$ cat src/dmc_pkg.sv
// Shared types, codes and address helpers of the direct-mapped cache.
package dmc_pkg;

  localparam int ADDR_BITS = 12;
  localparam int LOG2_BITS = 4;
  localparam int OFFSET_BITS = 8;
  localparam int LINE_BITS = 8;
  localparam int TAG_BITS = 12;

  localparam logic CMD_READ = 1'b0;
  localparam logic CMD_WRITE = 1'b1;

  localparam logic [1:0] ST_HIT = 2'd0;
  localparam logic [1:0] ST_MISS = 2'd1;
  localparam logic [1:0] ST_RANGE = 2'd2;
  localparam logic [1:0] ST_NOCFG = 2'd3;

  localparam logic [1:0] REG_ACCEPT = 2'd0;
  localparam logic [1:0] REG_MEM_LOG2 = 2'd1;
  localparam logic [1:0] REG_CACHE_LOG2 = 2'd2;
  localparam logic [1:0] REG_BLOCK_LOG2 = 2'd3;

  typedef struct packed {
    logic                 accepted;
    logic [LOG2_BITS-1:0] mem_log2;
    logic [LOG2_BITS-1:0] cache_log2;
    logic [LOG2_BITS-1:0] block_log2;
  } cfg_t;

  typedef struct packed {
    logic [1:0]             status;
    logic                   cmd;
    logic [ADDR_BITS-1:0]   addr;
    logic [OFFSET_BITS-1:0] offset;
    logic [LINE_BITS-1:0]   line;
    logic [TAG_BITS-1:0]    tag;
  } req_t;

  function automatic logic [ADDR_BITS-1:0] low_mask(input logic [LOG2_BITS-1:0] n);
    logic [15:0] m;
    m = (16'd1 << n) - 16'd1;
    return m[ADDR_BITS-1:0];
  endfunction

  function automatic logic [ADDR_BITS-1:0] line_of(input logic [ADDR_BITS-1:0] a,
                                                   input cfg_t c);
    logic [LOG2_BITS-1:0] d;
    d = c.cache_log2 - c.block_log2;
    return (a >> c.block_log2) & low_mask(d);
  endfunction

  function automatic logic [ADDR_BITS-1:0] tag_of(input logic [ADDR_BITS-1:0] a,
                                                  input cfg_t c);
    return a >> c.cache_log2;
  endfunction

endpackage

$ cat src/dmc_front.sv
// Front end: configuration registers, request acceptance and classification.
module dmc_front #(
  parameter int MAX_MEM_WORDS = 4096,
  parameter int MAX_CACHE_WORDS = 256
) (
  input  logic                             clk,
  input  logic                             rst,
  input  logic                             cfg_we,
  input  logic [1:0]                       cfg_index,
  input  logic [dmc_pkg::LOG2_BITS-1:0]    cfg_data,
  input  logic                             in_valid,
  output logic                             in_ready,
  input  logic                             cmd,
  input  logic [dmc_pkg::ADDR_BITS-1:0]    address,
  output dmc_pkg::cfg_t                    cfg,
  output logic                             clear_start,
  input  logic                             busy,
  output logic                             q_valid,
  input  logic                             q_ready,
  output dmc_pkg::req_t                    q_req
);
  import dmc_pkg::*;

  localparam int MEM_LOG2_MAX = $clog2(MAX_MEM_WORDS + 1) - 1;
  localparam int CACHE_LOG2_MAX = $clog2(MAX_CACHE_WORDS + 1) - 1;

  logic legal;
  logic in_range;

  assign legal = (cfg.mem_log2 <= LOG2_BITS'(MEM_LOG2_MAX)) &&
                 (cfg.cache_log2 <= LOG2_BITS'(CACHE_LOG2_MAX)) &&
                 (cfg.block_log2 <= cfg.cache_log2);
  assign clear_start = cfg_we && (cfg_index == REG_ACCEPT) && cfg_data[0] && legal;

  always_ff @(posedge clk) begin
    if (rst) begin
      cfg.accepted <= 1'b0;
      cfg.mem_log2 <= LOG2_BITS'(12);
      cfg.cache_log2 <= LOG2_BITS'(8);
      cfg.block_log2 <= LOG2_BITS'(2);
    end else if (cfg_we) begin
      case (cfg_index)
        REG_ACCEPT: cfg.accepted <= cfg_data[0] && legal;
        REG_MEM_LOG2: begin
          cfg.mem_log2 <= cfg_data;
          cfg.accepted <= 1'b0;
        end
        REG_CACHE_LOG2: begin
          cfg.cache_log2 <= cfg_data;
          cfg.accepted <= 1'b0;
        end
        REG_BLOCK_LOG2: begin
          cfg.block_log2 <= cfg_data;
          cfg.accepted <= 1'b0;
        end
        default: cfg.accepted <= cfg.accepted;
      endcase
    end
  end

  assign in_range = ((address >> cfg.mem_log2) == '0);
  assign in_ready = q_ready && !busy && !clear_start;
  assign q_valid = in_valid && !busy && !clear_start;

  always_comb begin
    q_req = '0;
    q_req.cmd = cmd;
    q_req.addr = address;
    if (!cfg.accepted) begin
      q_req.status = ST_NOCFG;
    end else if (!in_range) begin
      q_req.status = ST_RANGE;
    end else begin
      q_req.status = ST_HIT;
      q_req.offset = OFFSET_BITS'(address & low_mask(cfg.block_log2));
      q_req.line = LINE_BITS'(line_of(address, cfg));
      q_req.tag = TAG_BITS'(tag_of(address, cfg));
    end
  end
endmodule

$ cat config.mk
export PLATFORM = sky130hd
export DESIGN_NAME = dmc_front
export DESIGN_NICKNAME = d
export VERILOG_FILES = /design/src/dmc_pkg.sv /design/src/dmc_front.sv
export SDC_FILE = /design/constraint.sdc
export NUM_CORES = 1
export LEC_CHECK = 0
export BUFFER_PORTS_ARGS = -buffer_cell sky130_fd_sc_hd__clkbuf_2
export CAP_MARGIN = 5
export CORE_MARGIN = 2
export CORE_UTILIZATION = 46
export DETAILED_ROUTE_END_ITERATION = 10
export PLACE_DENSITY_LB_ADDON = 0.15
export SYNTH_ARGS = -nofsm -noshare
export SYNTH_HDL_FRONTEND = slang
export SYNTH_SLANG_ARGS = --single-unit
$ cat constraint.sdc
create_clock -name clk -period 4.09 [get_ports clk]
set_input_delay 0.818 -clock clk [delete_from_list [all_inputs] [get_ports clk]]
set_output_delay 0.818 -clock clk [all_outputs]
set_load 0.05 [all_outputs]
==> impl_metrics.env <==
export IMPL_status="finished, final reports clean"
export IMPL_setup_viol=0
export IMPL_clk_latency_ns=0.24
export IMPL_final_common_cell="clkbuf_2"
export IMPL_synth_ff_type="dfxtp_1"
export IMPL_ys_types=52
export IMPL_fin_area_mm2=0.00275
export IMPL_die_area_mm2=0.00541
export IMPL_worstMarginPinSlew_ns=0.435
export IMPL_holdWs_ns=0.597
export IMPL_drtIter0Drc=206
export IMPL_syn_avg_cell_area_um2=7.49
export IMPL_timing_rr_end="cfg[12]$_SDFFE_PP0P_"
export IMPL_synth_top_area_cell="dfxtp_1"
export IMPL_ctsHoldBuffers=0
export IMPL_yosys_area_top_type_share_pct=11.7
export IMPL_drv_slew=0
export IMPL_clockBufferDepth=2
export IMPL_slew_limit_headroom_pct=70.8
export IMPL_vias_per_cell=5.92
export IMPL_start_util_pct=47.4
export IMPL_ant_nets=0
export IMPL_cts_tree="done"
export IMPL_insertedDiodeCount=0
export IMPL_fin_tns_setup_ns=0
export IMPL_grt_pass1_vias=2097
export IMPL_synth_edf_count=0
export IMPL_port_buffer_count=81
export IMPL_routed_wl_um=6510
export IMPL_clock_skew_final_ns=0.00209
export IMPL_rr_worst_depth=7
export IMPL_largest_reg_flops=13
export IMPL_hold_class="flip-flop to flip-flop"
export IMPL_ys_top_cells_by_area="dfxtp_1, mux4_2, mux2i_1"
export IMPL_cts_buffers=3
export IMPL_min_period_ns=3.96
export IMPL_final_cells=407
export IMPL_cp_start_kind="flip-flop"
export IMPL_regMostFlops="cfg"
export IMPL_ios=84
export IMPL_utilization_pct=58.6
export IMPL_crit_end="q_req[16]"
export IMPL_num_rows=25
export IMPL_max_cap_violations=0
export IMPL_worstPathMaxFanout=10
export IMPL_finalCritPeriodShare_pct=96.8
export IMPL_end_kind="output pin"
export IMPL_grt_pass1_wl_um=10300
export IMPL_clkSinkCount=13
export IMPL_dp_cells=403
export IMPL_timing_final_hold_violations=0
export IMPL_syn_num_nets=329
export IMPL_die_width_um=73.5
export IMPL_ys_ff_latch=13
export IMPL_cts_setup_buffers=0
export IMPL_worstHoldStart="cfg[11]$_SDFFE_PP1P_"
export IMPL_async_reset_ff_share_pct=0
export IMPL_area_growth_pct=23.5
export IMPL_die_h_um=73.5
export IMPL_cts_resized=3
export IMPL_clkTransAtPathRegs_ns=0.05
export IMPL_seq_area_frac_synth_pct=11.7
export IMPL_fmax_ghz=0.253
export IMPL_grt_util_all_layers_pct=23.9
export IMPL_ys_warn_count=0
export IMPL_rr_startpoint="cfg[4]$_SDFFE_PP0P_"
export IMPL_grt_max_degree=30
export IMPL_critPathLaunch="cfg[4]$_SDFFE_PP0P_"
export IMPL_layout_common_cells="clkbuf_2, nor2_1, nand2_1, mux2i_1, inv_1"
export IMPL_core_area_mm2=0.00469
export IMPL_dr_pass1_iters=4
export IMPL_root_buffer="clkbuf_8"
export IMPL_synth_cells=297
export IMPL_overflow=0
export IMPL_reg2reg_slack_ns=2.20
export IMPL_drc_errors=0
export IMPL_antenna_found_initial=0
export IMPL_worstSetupPathType="flip-flop to output pin"
export IMPL_finalNetCount=386
export IMPL_required_ns=3.27
export IMPL_ir_worst_vdd_mv=0.163
export IMPL_syn_area_mm2=0.00222
export IMPL_vias=2408
export IMPL_arrival_ns=3.14
export IMPL_dp_hpwl_um=4840
export IMPL_place_area_mm2=0.00265
export IMPL_top_regs="cfg (13)"
export IMPL_gp_congestion=0.885
export IMPL_cts_htree_levels=1
export IMPL_power_density_mw_per_mm2=198
export IMPL_drive_above_1_share_pct=39.1
export IMPL_power_leakage_nw=1.18
export IMPL_wl_per_cell_um=16.0
## cells in the mapped netlist, drive strengths merged, types with 2 or more instances
master / instances
xnor2: 2
a2111oi: 2
nand3b: 3
nor3: 9
clkbuf: 16
o31ai: 4
xor2: 3
nand3: 5
a211oi: 5
buf: 23
nor4b: 3
mux2: 9
a221o: 2
a21oi: 16
nand2b: 4
a31oi: 4
a21boi: 2
nor4: 6
dfxtp: 13
mux2i: 20
o211ai: 3
nand2: 20
inv: 17
o21ai: 16
nor2b: 4
mux4: 10
nor2: 43
a211o: 4
o22a: 3
nor3b: 8
ha: 6
## worst min-delay path by stage
stage / to / depth (start not counted) / slack (ns)
floorplan: cfg[9]$_SDFFE_PP0P_ / 2 / 0.80
global placement: cfg[10]$_SDFFE_PP1P_ / 1 / 0.59
detailed placement: cfg[10]$_SDFFE_PP1P_ / 1 / 0.58
CTS: cfg[10]$_SDFFE_PP1P_ / 1 / 0.59
global route: cfg[10]$_SDFFE_PP1P_ / 1 / 0.62
finish: cfg[11]$_SDFFE_PP1P_ / 1 / 0.60
## metal layers
metal	global-route usage, %	wire (µm)	share of wire [%]
met1	34.7	2980	46
met2	39.1	3100	48
met3	1.37	398	6.1
met4	4.65	33	0.51
met5	0	0	0
## per-stage QoR
step	setup WS (ns)	total power [W]
floorplan	-0.121	0.000362
global placement	0.182	0.000416
detailed placement	0.0872	0.000418
CTS	0.0129	0.000536
global route	-0.00500	0.000581
finish	0.130	0.000545
## kinds of logic (layout without fill, tap and decap cells)
family	after synthesis	in the layout	synth area share, %
and+or+nand+nor	109	109	24.8
AOI/OAI and AO/OA	68	68	20.4
buffers and inverters	56	112	13.0
muxes	39	39	23.8
DFF	13	13	11.7
adders and majority gates	7	7	4.27
xor gates and xnor gates	5	5	1.97
## worst max-delay path, cell delays in order, from the launching register on
cell and delay, ns:
dfxtp_4 0.34, inv_1 0.06, ha_1 0.24, fa_2 0.40, xnor2_2 0.29, nor2_2 0.09, nand3_1 0.10, ha_2 0.31
nor4_1 0.09, mux2_2 0.30, a2111oi_4 0.38, nor4_4 0.08, clkbuf_4 0.22
## final cells by class
cell class	count	area, µm²
fillers	438	1940
multi-input cells	228	1780
repair buffers	91	513
flip-flops and latches	13	274
well taps	54	67.6
inverters	17	63.8
clock buffers	4	45.0
## power by group
part           switching (W)  internal [W]  total [W]  leakage (nW)
clock              0.0000450     0.0000688   0.000114        0.0228
combinational       0.000188      0.000106   0.000293          1.05
sequential        0.00000682      0.000131   0.000138         0.108
total               0.000239      0.000305   0.000545          1.18
Power figures use the tool's default switching activity.
