--- config.mk ---
export PLATFORM = sky130hd
export DESIGN_NAME = dmc_queue
export DESIGN_NICKNAME = d
export VERILOG_FILES = /design/src/dmc_queue.sv
export SDC_FILE = /design/constraint.sdc
export NUM_CORES = 1
export LEC_CHECK = 0
export BUFFER_PORTS_ARGS = -buffer_cell sky130_fd_sc_hd__buf_4
export CAP_MARGIN = 20
export CORE_MARGIN = 4
export CORE_UTILIZATION = 44
export DETAILED_ROUTE_END_ITERATION = 10
export PLACE_DENSITY = 0.83
export REMOVE_ABC_BUFFERS = 1
export SYNTH_ARGS = -nofsm -noshare
export SYNTH_HDL_FRONTEND = slang
export SYNTH_SLANG_ARGS = --single-unit
--- constraint.sdc ---
create_clock -name clk -period 1.6 [get_ports clk]
set_input_delay 0.32 -clock clk [delete_from_list [all_inputs] [get_ports clk]]
set_output_delay 0.32 -clock clk [all_outputs]
set_load 0.02 [all_outputs]
--- src/dmc_queue.sv ---
// Two-entry queue between the request front end and the access sequencer.
module dmc_queue #(
  parameter int W = 8
) (
  input  logic         clk,
  input  logic         rst,
  input  logic         push_valid,
  output logic         push_ready,
  input  logic [W-1:0] push_data,
  output logic         pop_valid,
  input  logic         pop_ready,
  output logic [W-1:0] pop_data
);
  logic [W-1:0] slots [2];
  logic         wp;
  logic         rp;
  logic [1:0]   count;
  logic         do_push;
  logic         do_pop;

  assign push_ready = (count != 2'd2);
  assign pop_valid = (count != 2'd0);
  assign pop_data = slots[rp];
  assign do_push = push_valid && push_ready;
  assign do_pop = pop_valid && pop_ready;

  always_ff @(posedge clk) begin
    if (do_push) begin
      slots[wp] <= push_data;
    end
    if (rst) begin
      wp <= 1'b0;
      rp <= 1'b0;
      count <= 2'd0;
    end else begin
      if (do_push) begin
        wp <= ~wp;
      end
      if (do_pop) begin
        rp <= ~rp;
      end
      if (do_push && !do_pop) begin
        count <= count + 2'd1;
      end else if (do_pop && !do_push) begin
        count <= count - 2'd1;
      end
    end
  end
endmodule

==> results of run 1 <==
-- routing by layer --
metal  share of wire, %  up-vias  GRT usage, %
li1                   -      232             -
met1                 43      216          14.0
met2                 49       18          18.5
met3                6.3        4          2.97
met4                1.9        0          6.73
met5                  0        -             0
-- state kept, by name, indices dropped and copies added (netlist names), named ones only --
register and cells:
count 2, rp 1, slots 16, wp 1
-- layout make-up --
type / instances / area [sq um] / share of cell area [%]
flip-flops and latches: 21 / 586 / 56.9
multi-input cells: 26 / 209 / 20.3
repair buffers: 23 / 173 / 16.8
well taps: 25 / 31.3 / 3.04
clock buffers: 3 / 22.5 / 2.19
clock inverters: 1 / 5.00 / 0.486
inverters: 1 / 3.75 / 0.365
-- timing repair --
action                                  4_1_cts  5_1_grt
pin swaps                                     0        0
gates resized for setup                       2        1
hold buffers                                  0        0
endpoints found under the setup margin        8        4
-- kinds of logic after synthesis --
kind of cell	Yosys count	synth area share [%]
AO/OA/AOI/OAI	5	3.76
XOR/XNOR	3	3.29
adder cells (fa/ha/maj)	1	1.57
buffers and inverters	2	1.10
flip-flops	21	72.7
multiplexers	8	11.3
AND/OR/NAND/NOR	9	6.27
-- cells in the final DEF, fill, tap and decap left out --
cell,n
sky130_fd_sc_hd__a21bo_2,1
sky130_fd_sc_hd__a21oi_1,2
sky130_fd_sc_hd__and2_1,1
sky130_fd_sc_hd__and3_1,1
sky130_fd_sc_hd__buf_4,23
sky130_fd_sc_hd__clkbuf_4,3
sky130_fd_sc_hd__clkinv_2,1
sky130_fd_sc_hd__dfxtp_1,3
sky130_fd_sc_hd__dfxtp_2,1
sky130_fd_sc_hd__dfxtp_4,1
sky130_fd_sc_hd__edfxtp_1,16
sky130_fd_sc_hd__ha_1,1
sky130_fd_sc_hd__inv_1,1
sky130_fd_sc_hd__mux2_2,8
sky130_fd_sc_hd__nand2b_1,1
sky130_fd_sc_hd__nand3b_1,1
sky130_fd_sc_hd__nor2_1,3
sky130_fd_sc_hd__o21ai_0,2
sky130_fd_sc_hd__or2_2,1
sky130_fd_sc_hd__or3_1,1
sky130_fd_sc_hd__xor2_1,3
-- metrics by stage --
stage,hold slack [ns],setup slack [ns],setup TNS [ns],cell area [sq um]
final,0.198,0.0553,0,1030
after global routing,0.175,-0.00422,-0.00639,1030
after CTS,0.190,0.0343,0,1030
after detailed placement,0.498,0.0806,0,997
after global placement,0.487,0.121,0,997
after floorplan,0.389,-0.0652,-0.0652,793
-- power by group through the flow --
stage	Clock (mW)	Combinational (mW)	Sequential (mW)
after global placement	0	0.566	0.766
final	0.248	0.575	0.766
after global routing	0.279	0.628	0.780
after CTS	0.257	0.585	0.766
after detailed placement	0	0.580	0.772
after floorplan	0	0.363	0.753
-- worst paths after layout --
check / start / end / slack, ns / cells after the start
setup / recovery: flop / pop_data[4] / 0.06 / 2
hold / removal: push_data[5] / slots[1][5] / 0.20 / 1
setup reg to reg: count[0] / count[1] / 0.06 / 5
hold reg to reg: rp / flop / 0.52 / 2
==> results.cfg, run 1 <==
[power]
power_per_cell_area_nw_per_um2 = 1540
p_leak_nw = 0.409
peakVddDrop_mv = 0.838
internal-power_mw = 1.09
seq_power_share_pct = 48.2
combPwrFrac_pct = 36.2
pwr-share-clk_pct = 15.6
p_switching_mw = 0.502
power_mw = 1.59
sw_frac_of_total_pct = 31.6

[logic_synthesis]
cell_type_with_the_highest_aggregate_area_in_the_netlist = sky130_fd_sc_hd__edfxtp_1
ys_types = 17
asyncSetResetFlopFracSynth_pct = 0
yosys-top-cells-area = sky130_fd_sc_hd__edfxtp_1, sky130_fd_sc_hd__dfxtp_1, sky130_fd_sc_hd__mux2_2
synth.yosys.warnings = 0
synth_edf_count = 16
synth-seq-cells = 21
post_synth_top_flop = sky130_fd_sc_hd__edfxtp_1
synth.top_cell.area_share_pct = 60.2
dominant_cell_by_count_in_the_synthesized_netlist = sky130_fd_sc_hd__edfxtp_1
synthesis.instances = 49
syn_avg_cell_area_sq_um = 16.3
synth_area_sq_um = 798
synth.cells.most_frequent = sky130_fd_sc_hd__edfxtp_1, sky130_fd_sc_hd__mux2_2, sky130_fd_sc_hd__dfxtp_1, sky130_fd_sc_hd__nor2_1, sky130_fd_sc_hd__xor2_1
ys_seq_area_share_pct = 72.7

[global_route]
grtUsageTotal_pct = 11.5
grt_overflow_total = 0
grt_pass1_wl_mm = 2.13
number_of_antenna_violations_at_the_first_check_in_global_routing = 0
grt_max_degree = 13
grt_pass1_vias = 512

[min_path]
holdCritPathClass = in2reg

[die]
die_height_um = 50.6
initial_core_util_pct = 46.2
floorplan.io_pins = 22
dieWidth_um = 50.6
die-area_sq_um = 2560
fp_rows = 15
design.core.area_sq_um = 1730

[route]
antenna_violating_nets_post_route = 0
firstDrtPassIters = 4
routedWlPerCell_um = 12.9
drt_drc_violations_left = 0
detail_route.vias_per_cell = 4.70
routed-via-count = 470
drt-total-wl_mm = 1.29
detailedRoute.firstIterationViolations = 6

[flow_run]
max_cap_violations = 0

[clocking]
cts_tree = built
htree_num_levels = 1
cts_made_buffers = 3
cts_sinks = 21
cts.reportedPaths.clkPinSlew_ns = 0.11
worstSkewPairLatency_ns = 0.30
post-cts-setup-buffers = 0
cell_at_the_root_of_the_clock_tree = sky130_fd_sc_hd__clkbuf_4
cts_max_path_bufs = 2

[setup_path]
worstSetupEndpointType = primary output
worst_path_largest_cell_delay_ns = 0.42
critPathTopFamily = flip-flops
timing.critical_path.cells = mux2_2, buf_4
critPathBufInv = 1
timing.critical_path.arrival_ns = 1.22
start_kind = flop
required_arrival_time_at_the_worst_endpoint_ns = 1.28
critPathSlowestCell = sky130_fd_sc_hd__dfxtp_4
critical_path_peak_fanout = 8
setup.worst_path.class = reg2out

[sta]
rsz_0062_raised_after_global_routing = yes
final-setup-viol-count = 0
relSlewSlack_pct = 74.0
max_clock_freq_ghz = 0.647
timing.final.crit_period_ns = 1.54
final_min_period_over_clock_period_pct = 96.5
report.final.slew_viol_count = 0
worstMarginPinSlew_ns = 0.390
hold_violations = 0
fin_worst_skew_ns = 0.00122

[placement]
place.detailed.instances = 96
finalWeightedCongestion = 0.648
count_of_buffers_inserted_at_the_top_level_ports = 21
dpl.hpwl_um = 962

[final_layout]
layoutNonFillerInstCount = 100
post-route-util_pct = 59.6
fillerInstances = 153
share_of_post_route_cells_with_drive_strength_above_1_pct = 52.0
insertedDiodeCount = 0
nNetsFinal = 89
area_growth_syn_to_layout_pct = 29.0

[status]
run_status = finished clean
(Power assumes the default switching activity.)
==> run 2: changes to the inputs <==
Settings changed: CORE_UTILIZATION 44 to 45, CTS_BUF_LIST set to sky130_fd_sc_hd__clkbuf_4, PLACE_DENSITY 0.83 to 0.84.
==> results.cfg, run 2 (synthesis gave the netlist of run 1 again) <==
[power]
p_leak_nw = 0.411
peakVddDrop_mv = 0.909
power_mw = 1.62
power_per_cell_area_nw_per_um2 = 1560

[final_layout]
fillerInstances = 121
final_design_area_no_fill_sq_um = 1040
top_regs = slots: 16 flops, count: 2 flops
max_flop_register = slots
insertedDiodeCount = 0
nNetsFinal = 89
flip_flop_count_of_the_largest_register_all_copies_and_words_added = 16
layoutNonFillerInstCount = 99
share_of_post_route_cells_with_drive_strength_above_1_pct = 53.3
area_growth_syn_to_layout_pct = 30.7
layout_common_cells = sky130_fd_sc_hd__buf_4, sky130_fd_sc_hd__edfxtp_1, sky130_fd_sc_hd__mux2_2
layout_commonest_cell = sky130_fd_sc_hd__buf_4

[placement]
dpl.hpwl_um = 876
placement.cell_area_sq_um = 996
place.detailed.instances = 95
finalWeightedCongestion = 0.680
count_of_buffers_inserted_at_the_top_level_ports = 21

[sta]
fin_worst_skew_ns = 0.00101
timing.final.crit_period_ns = 1.53
report.final.slew_viol_count = 0
final_min_period_over_clock_period_pct = 95.9
max_clock_freq_ghz = 0.652
worstMarginPinSlew_ns = 0.354
final-setup-viol-count = 0
hold_violations = 0
rsz_0062_raised_after_global_routing = no
relSlewSlack_pct = 76.4

[setup_path]
rr_endpoint = count[1]
critical_path_peak_fanout = 8
critPathSlowestCell = sky130_fd_sc_hd__dfxtp_4
required_arrival_time_at_the_worst_endpoint_ns = 1.28
worstSetupEndpointType = primary output
start_kind = flop
reg2reg_setup_slack_ns = 0.09
worst_path_largest_cell_delay_ns = 0.42
r2r_worst_path_depth = 6
setup.worst_path.class = reg2out
r2r_path_start = count[0]
timing.critical_path.arrival_ns = 1.21
timing.critical_path.cells = mux2_2, buf_4

[clocking]
cts_tree = built
cts_sinks = 21
cell_at_the_root_of_the_clock_tree = sky130_fd_sc_hd__clkbuf_4
cts_made_buffers = 3
cts_max_path_bufs = 2
cts.reportedPaths.clkPinSlew_ns = 0.11
worstSkewPairLatency_ns = 0.29
htree_num_levels = 1

[status]
run_status = finished clean

[global_route]
number_of_antenna_violations_at_the_first_check_in_global_routing = 0
grt_max_degree = 12
grt_pass1_wl_mm = 2.04
grtUsageTotal_pct = 10.9
grt_overflow_total = 0
grt_pass1_vias = 485

[route]
routedWlPerCell_um = 12.2
antenna_violating_nets_post_route = 0
firstDrtPassIters = 3
detailedRoute.firstIterationViolations = 6
detail_route.vias_per_cell = 4.65
routed-via-count = 460
drt_drc_violations_left = 0
drt-total-wl_mm = 1.21

[die]
die-area_sq_um = 2510
die_height_um = 50.1
fp_rows = 14
initial_core_util_pct = 50.1
design.core.area_sq_um = 1590
floorplan.io_pins = 22
dieWidth_um = 50.1

[min_path]
holdCritPathClass = in2reg
hold_path_depth = 2
worstHoldStart = rst

[flow_run]
max_cap_violations = 0
==> run 2: cell types whose count changed in the layout (fill, tap and decap cells not counted) <==
| cell | delta |
|---|---|
| sky130_fd_sc_hd__clkinv_2 | -1 |
| sky130_fd_sc_hd__ha_4 | +1 |
| sky130_fd_sc_hd__clkbuf_4 | +1 |
| sky130_fd_sc_hd__o21ai_0 | -1 |
| sky130_fd_sc_hd__ha_1 | -1 |
| sky130_fd_sc_hd__o21ai_1 | +1 |
==> run 2: power breakdown <==
group / total (mW) / switching (mW) / internal [mW]
registers: 0.769 / 0.0687 / 0.700
logic: 0.598 / 0.289 / 0.309
clock network: 0.258 / 0.144 / 0.114
==> run 2: cell type report <==
class,instances,area (sq um),area share [%]
timing repair buffer,23,173,16.5
multi-input combinational,26,221,21.2
tap,24,30.0,2.88
clock buffer,4,30.0,2.88
sequential,21,586,56.1
inverter,1,3.75,0.360
==> run 2: through the flow <==
stage | util [%] | setup TNS [ns] | setup WS (ns) | hold slack (ns)
2_1_floorplan | - | -0.0652 | -0.0652 | 0.389
3_3_place_gp | 62.5 | 0 | 0.108 | 0.487
3_5_place_dp | 62.5 | 0 | 0.0425 | 0.488
4_1_cts | 64.6 | 0 | 0.0291 | 0.198
5_1_grt | 65.5 | 0 | 0.00506 | 0.184
6_report | 65.5 | 0 | 0.0662 | 0.205
==> run 2: worst max path at each step <==
stage / depth (start not counted) / slack [ns] / end / from
CTS: 5 / 0.03 / count[1] / count[0]
global placement: 5 / 0.11 / count[1] / count[0]
finish: 2 / 0.07 / pop_data[1] / flop
floorplan: 5 / -0.07 / count[1] / count[0]
global route: 6 / 0.005 / count[1] / count[1]
detailed placement: 5 / 0.04 / count[1] / count[0]
==> run 2: what timing repair did <==
action,in CTS,in global routing
buffers inserted,0,0
hold buffers,0,0
resized for setup,2,3
endpoints found under the setup margin,8,1
pin swaps,0,0
gates cloned,0,0
==> run 2: layer usage <==
layer,part of all wire [%],GRT usage (%),vias to the layer above
li1,-,-,230
met1,43,13.3,213
met2,48,16.7,17
met3,9.8,4.22,0
met4,0,5.53,0
met5,0,0,-
==> run 2: worst max-delay path: cells and delay by family, from the launching register on <==
kind                   cells  cell delay (ns)
DFF                        1             0.42
muxes                      1             0.35
buffers and inverters      1             0.16
==> run 3: changes to the inputs <==
Clock period 1.6 ns to 1.3 ns, I/O delays scaled along.
==> results.cfg, run 3 (synthesis gave the netlist of run 1 again) <==
[min_path]
holdCritPathClass = in2reg

[status]
run_status = finished, violations left
violations = setup timing

[final_layout]
top_regs = slots: 16 flops, count: 2 flops
layoutNonFillerInstCount = 107
final_design_area_no_fill_sq_um = 1220
flip_flop_count_of_the_largest_register_all_copies_and_words_added = 16
max_flop_register = slots
layout_common_cells = sky130_fd_sc_hd__buf_4, sky130_fd_sc_hd__edfxtp_1, sky130_fd_sc_hd__buf_6
area_growth_syn_to_layout_pct = 52.7
fillerInstances = 106
regArea_sq_um = 589
insertedDiodeCount = 0
nNetsFinal = 97
share_of_post_route_cells_with_drive_strength_above_1_pct = 63.9
multiInputGateArea_sq_um = 268

[global_route]
grt_pass1_wl_mm = 2.79
grt_pass1_vias = 574
number_of_antenna_violations_at_the_first_check_in_global_routing = 0
grt_max_degree = 12
grt_overflow_total = 0
grtUsageTotal_pct = 15.4

[placement]
place.detailed.instances = 101
placement.cell_area_sq_um = 1050
finalWeightedCongestion = 0.704
dpl.hpwl_mm = 1.10
count_of_buffers_inserted_at_the_top_level_ports = 21

[sta]
post-route-worst-setup-slack_ns = -0.186
relSlewSlack_pct = 85.2
fin_worst_skew_ns = 0.00769
rsz_0062_raised_after_global_routing = yes
max_clock_freq_ghz = 0.673
final-setup-viol-count = 12
hold_violations = 0
worstMarginPinSlew_ns = 0.222
timing.final.crit_period_ns = 1.49
hold_ws_ns = 0.146
final_min_period_over_clock_period_pct = 114
report.final.slew_viol_count = 0

[die]
design.core.area_sq_um = 1590
die_height_um = 50.1
dieWidth_um = 50.1
floorplan.io_pins = 22
initial_core_util_pct = 50.1
fp_rows = 14
die-area_sq_um = 2510

[clocking]
cts_tree = built
cts_max_path_bufs = 2
post_cts_hold_buffer_count = 0
cts.reportedPaths.clkPinSlew_ns = 0.11
cts_made_buffers = 3
worstSkewPairLatency_ns = 0.29
cell_at_the_root_of_the_clock_tree = sky130_fd_sc_hd__clkbuf_4
htree_num_levels = 1
cts_sinks = 21

[flow_run]
max_cap_violations = 0

[route]
antenna_violating_nets_post_route = 0
routed-via-count = 511
routedWlPerCell_um = 15.4
detail_route.vias_per_cell = 4.78
drt-total-wl_mm = 1.65
detailedRoute.firstIterationViolations = 9
firstDrtPassIters = 4
drt_drc_violations_left = 0

[setup_path]
timing.critical_path.arrival_ns = 1.70
worstSetupEndpointType = flop
critical_path_peak_fanout = 4
required_arrival_time_at_the_worst_endpoint_ns = 1.52
setup.worst_path.class = reg2reg
reg2reg_setup_slack_ns = -0.19
start_kind = flop

[power]
power_per_cell_area_nw_per_um2 = 2010
peakVddDrop_mv = 1.60
power_mw = 2.44
p_leak_nw = 0.506
[run 3: area by class of cell]
class,instances,area share (%)
timing repair buffer,31,24.4
sequential,21,48.4
multi-input combinational,26,22.0
inverter,1,0.308
tap,24,2.46
clock buffer,4,2.46
[run 3: path summary, 6_finish.rpt]
| check | from | endpoint | cells after the start |
|---|---|---|---|
| setup / recovery | count[0] | count[1] | 6 |
| hold / removal | push_data[5] | slots[0][5] | 1 |
| setup reg to reg | count[0] | count[1] | 6 |
| hold reg to reg | rp | rp | 2 |
[run 3: per-layer routing]
layer / up-vias / wire length [um] / GRT usage, %
li1: 250 / - / -
met1: 235 / 619 / 17.3
met2: 22 / 892 / 28.0
met3: 4 / 103 / 3.31
met4: 0 / 34 / 5.99
met5: - / 0 / 0
[run 3: critical path, cell delays in order (launching register included)]
cell,delay (ns)
sky130_fd_sc_hd__dfxtp_4,0.37
sky130_fd_sc_hd__nand2b_4,0.14
sky130_fd_sc_hd__and2_4,0.16
sky130_fd_sc_hd__ha_4,0.15
sky130_fd_sc_hd__xor2_1,0.14
sky130_fd_sc_hd__or3_1,0.31
sky130_fd_sc_hd__a21oi_1,0.13
[run 3: repair_timing]
action	in CTS	in global routing
setup endpoints to repair	24	12
resized for setup	32	3
endpoints found under the hold margin	0	0
setup buffers	2	1
pin swaps	4	3
[run 3: power breakdown]
part | switching [mW] | leakage, nW | internal (mW) | total [mW]
combinational | 0.491 | 0.295 | 0.694 | 1.18
clock | 0.175 | 0.0184 | 0.140 | 0.316
sequential | 0.0741 | 0.192 | 0.870 | 0.944
[run 3: stage by stage]
| step | setup TNS [ns] | setup WS, ns | utilization [%] |
|---|---|---|---|
| detailed placement | -0.955 | -0.259 | 66.1 |
| floorplan | -1.03 | -0.365 | - |
| CTS | -1.61 | -0.173 | 76.1 |
| finish | -1.61 | -0.186 | 76.5 |
| global placement | -0.289 | -0.152 | 66.1 |
| global route | -2.20 | -0.226 | 76.5 |
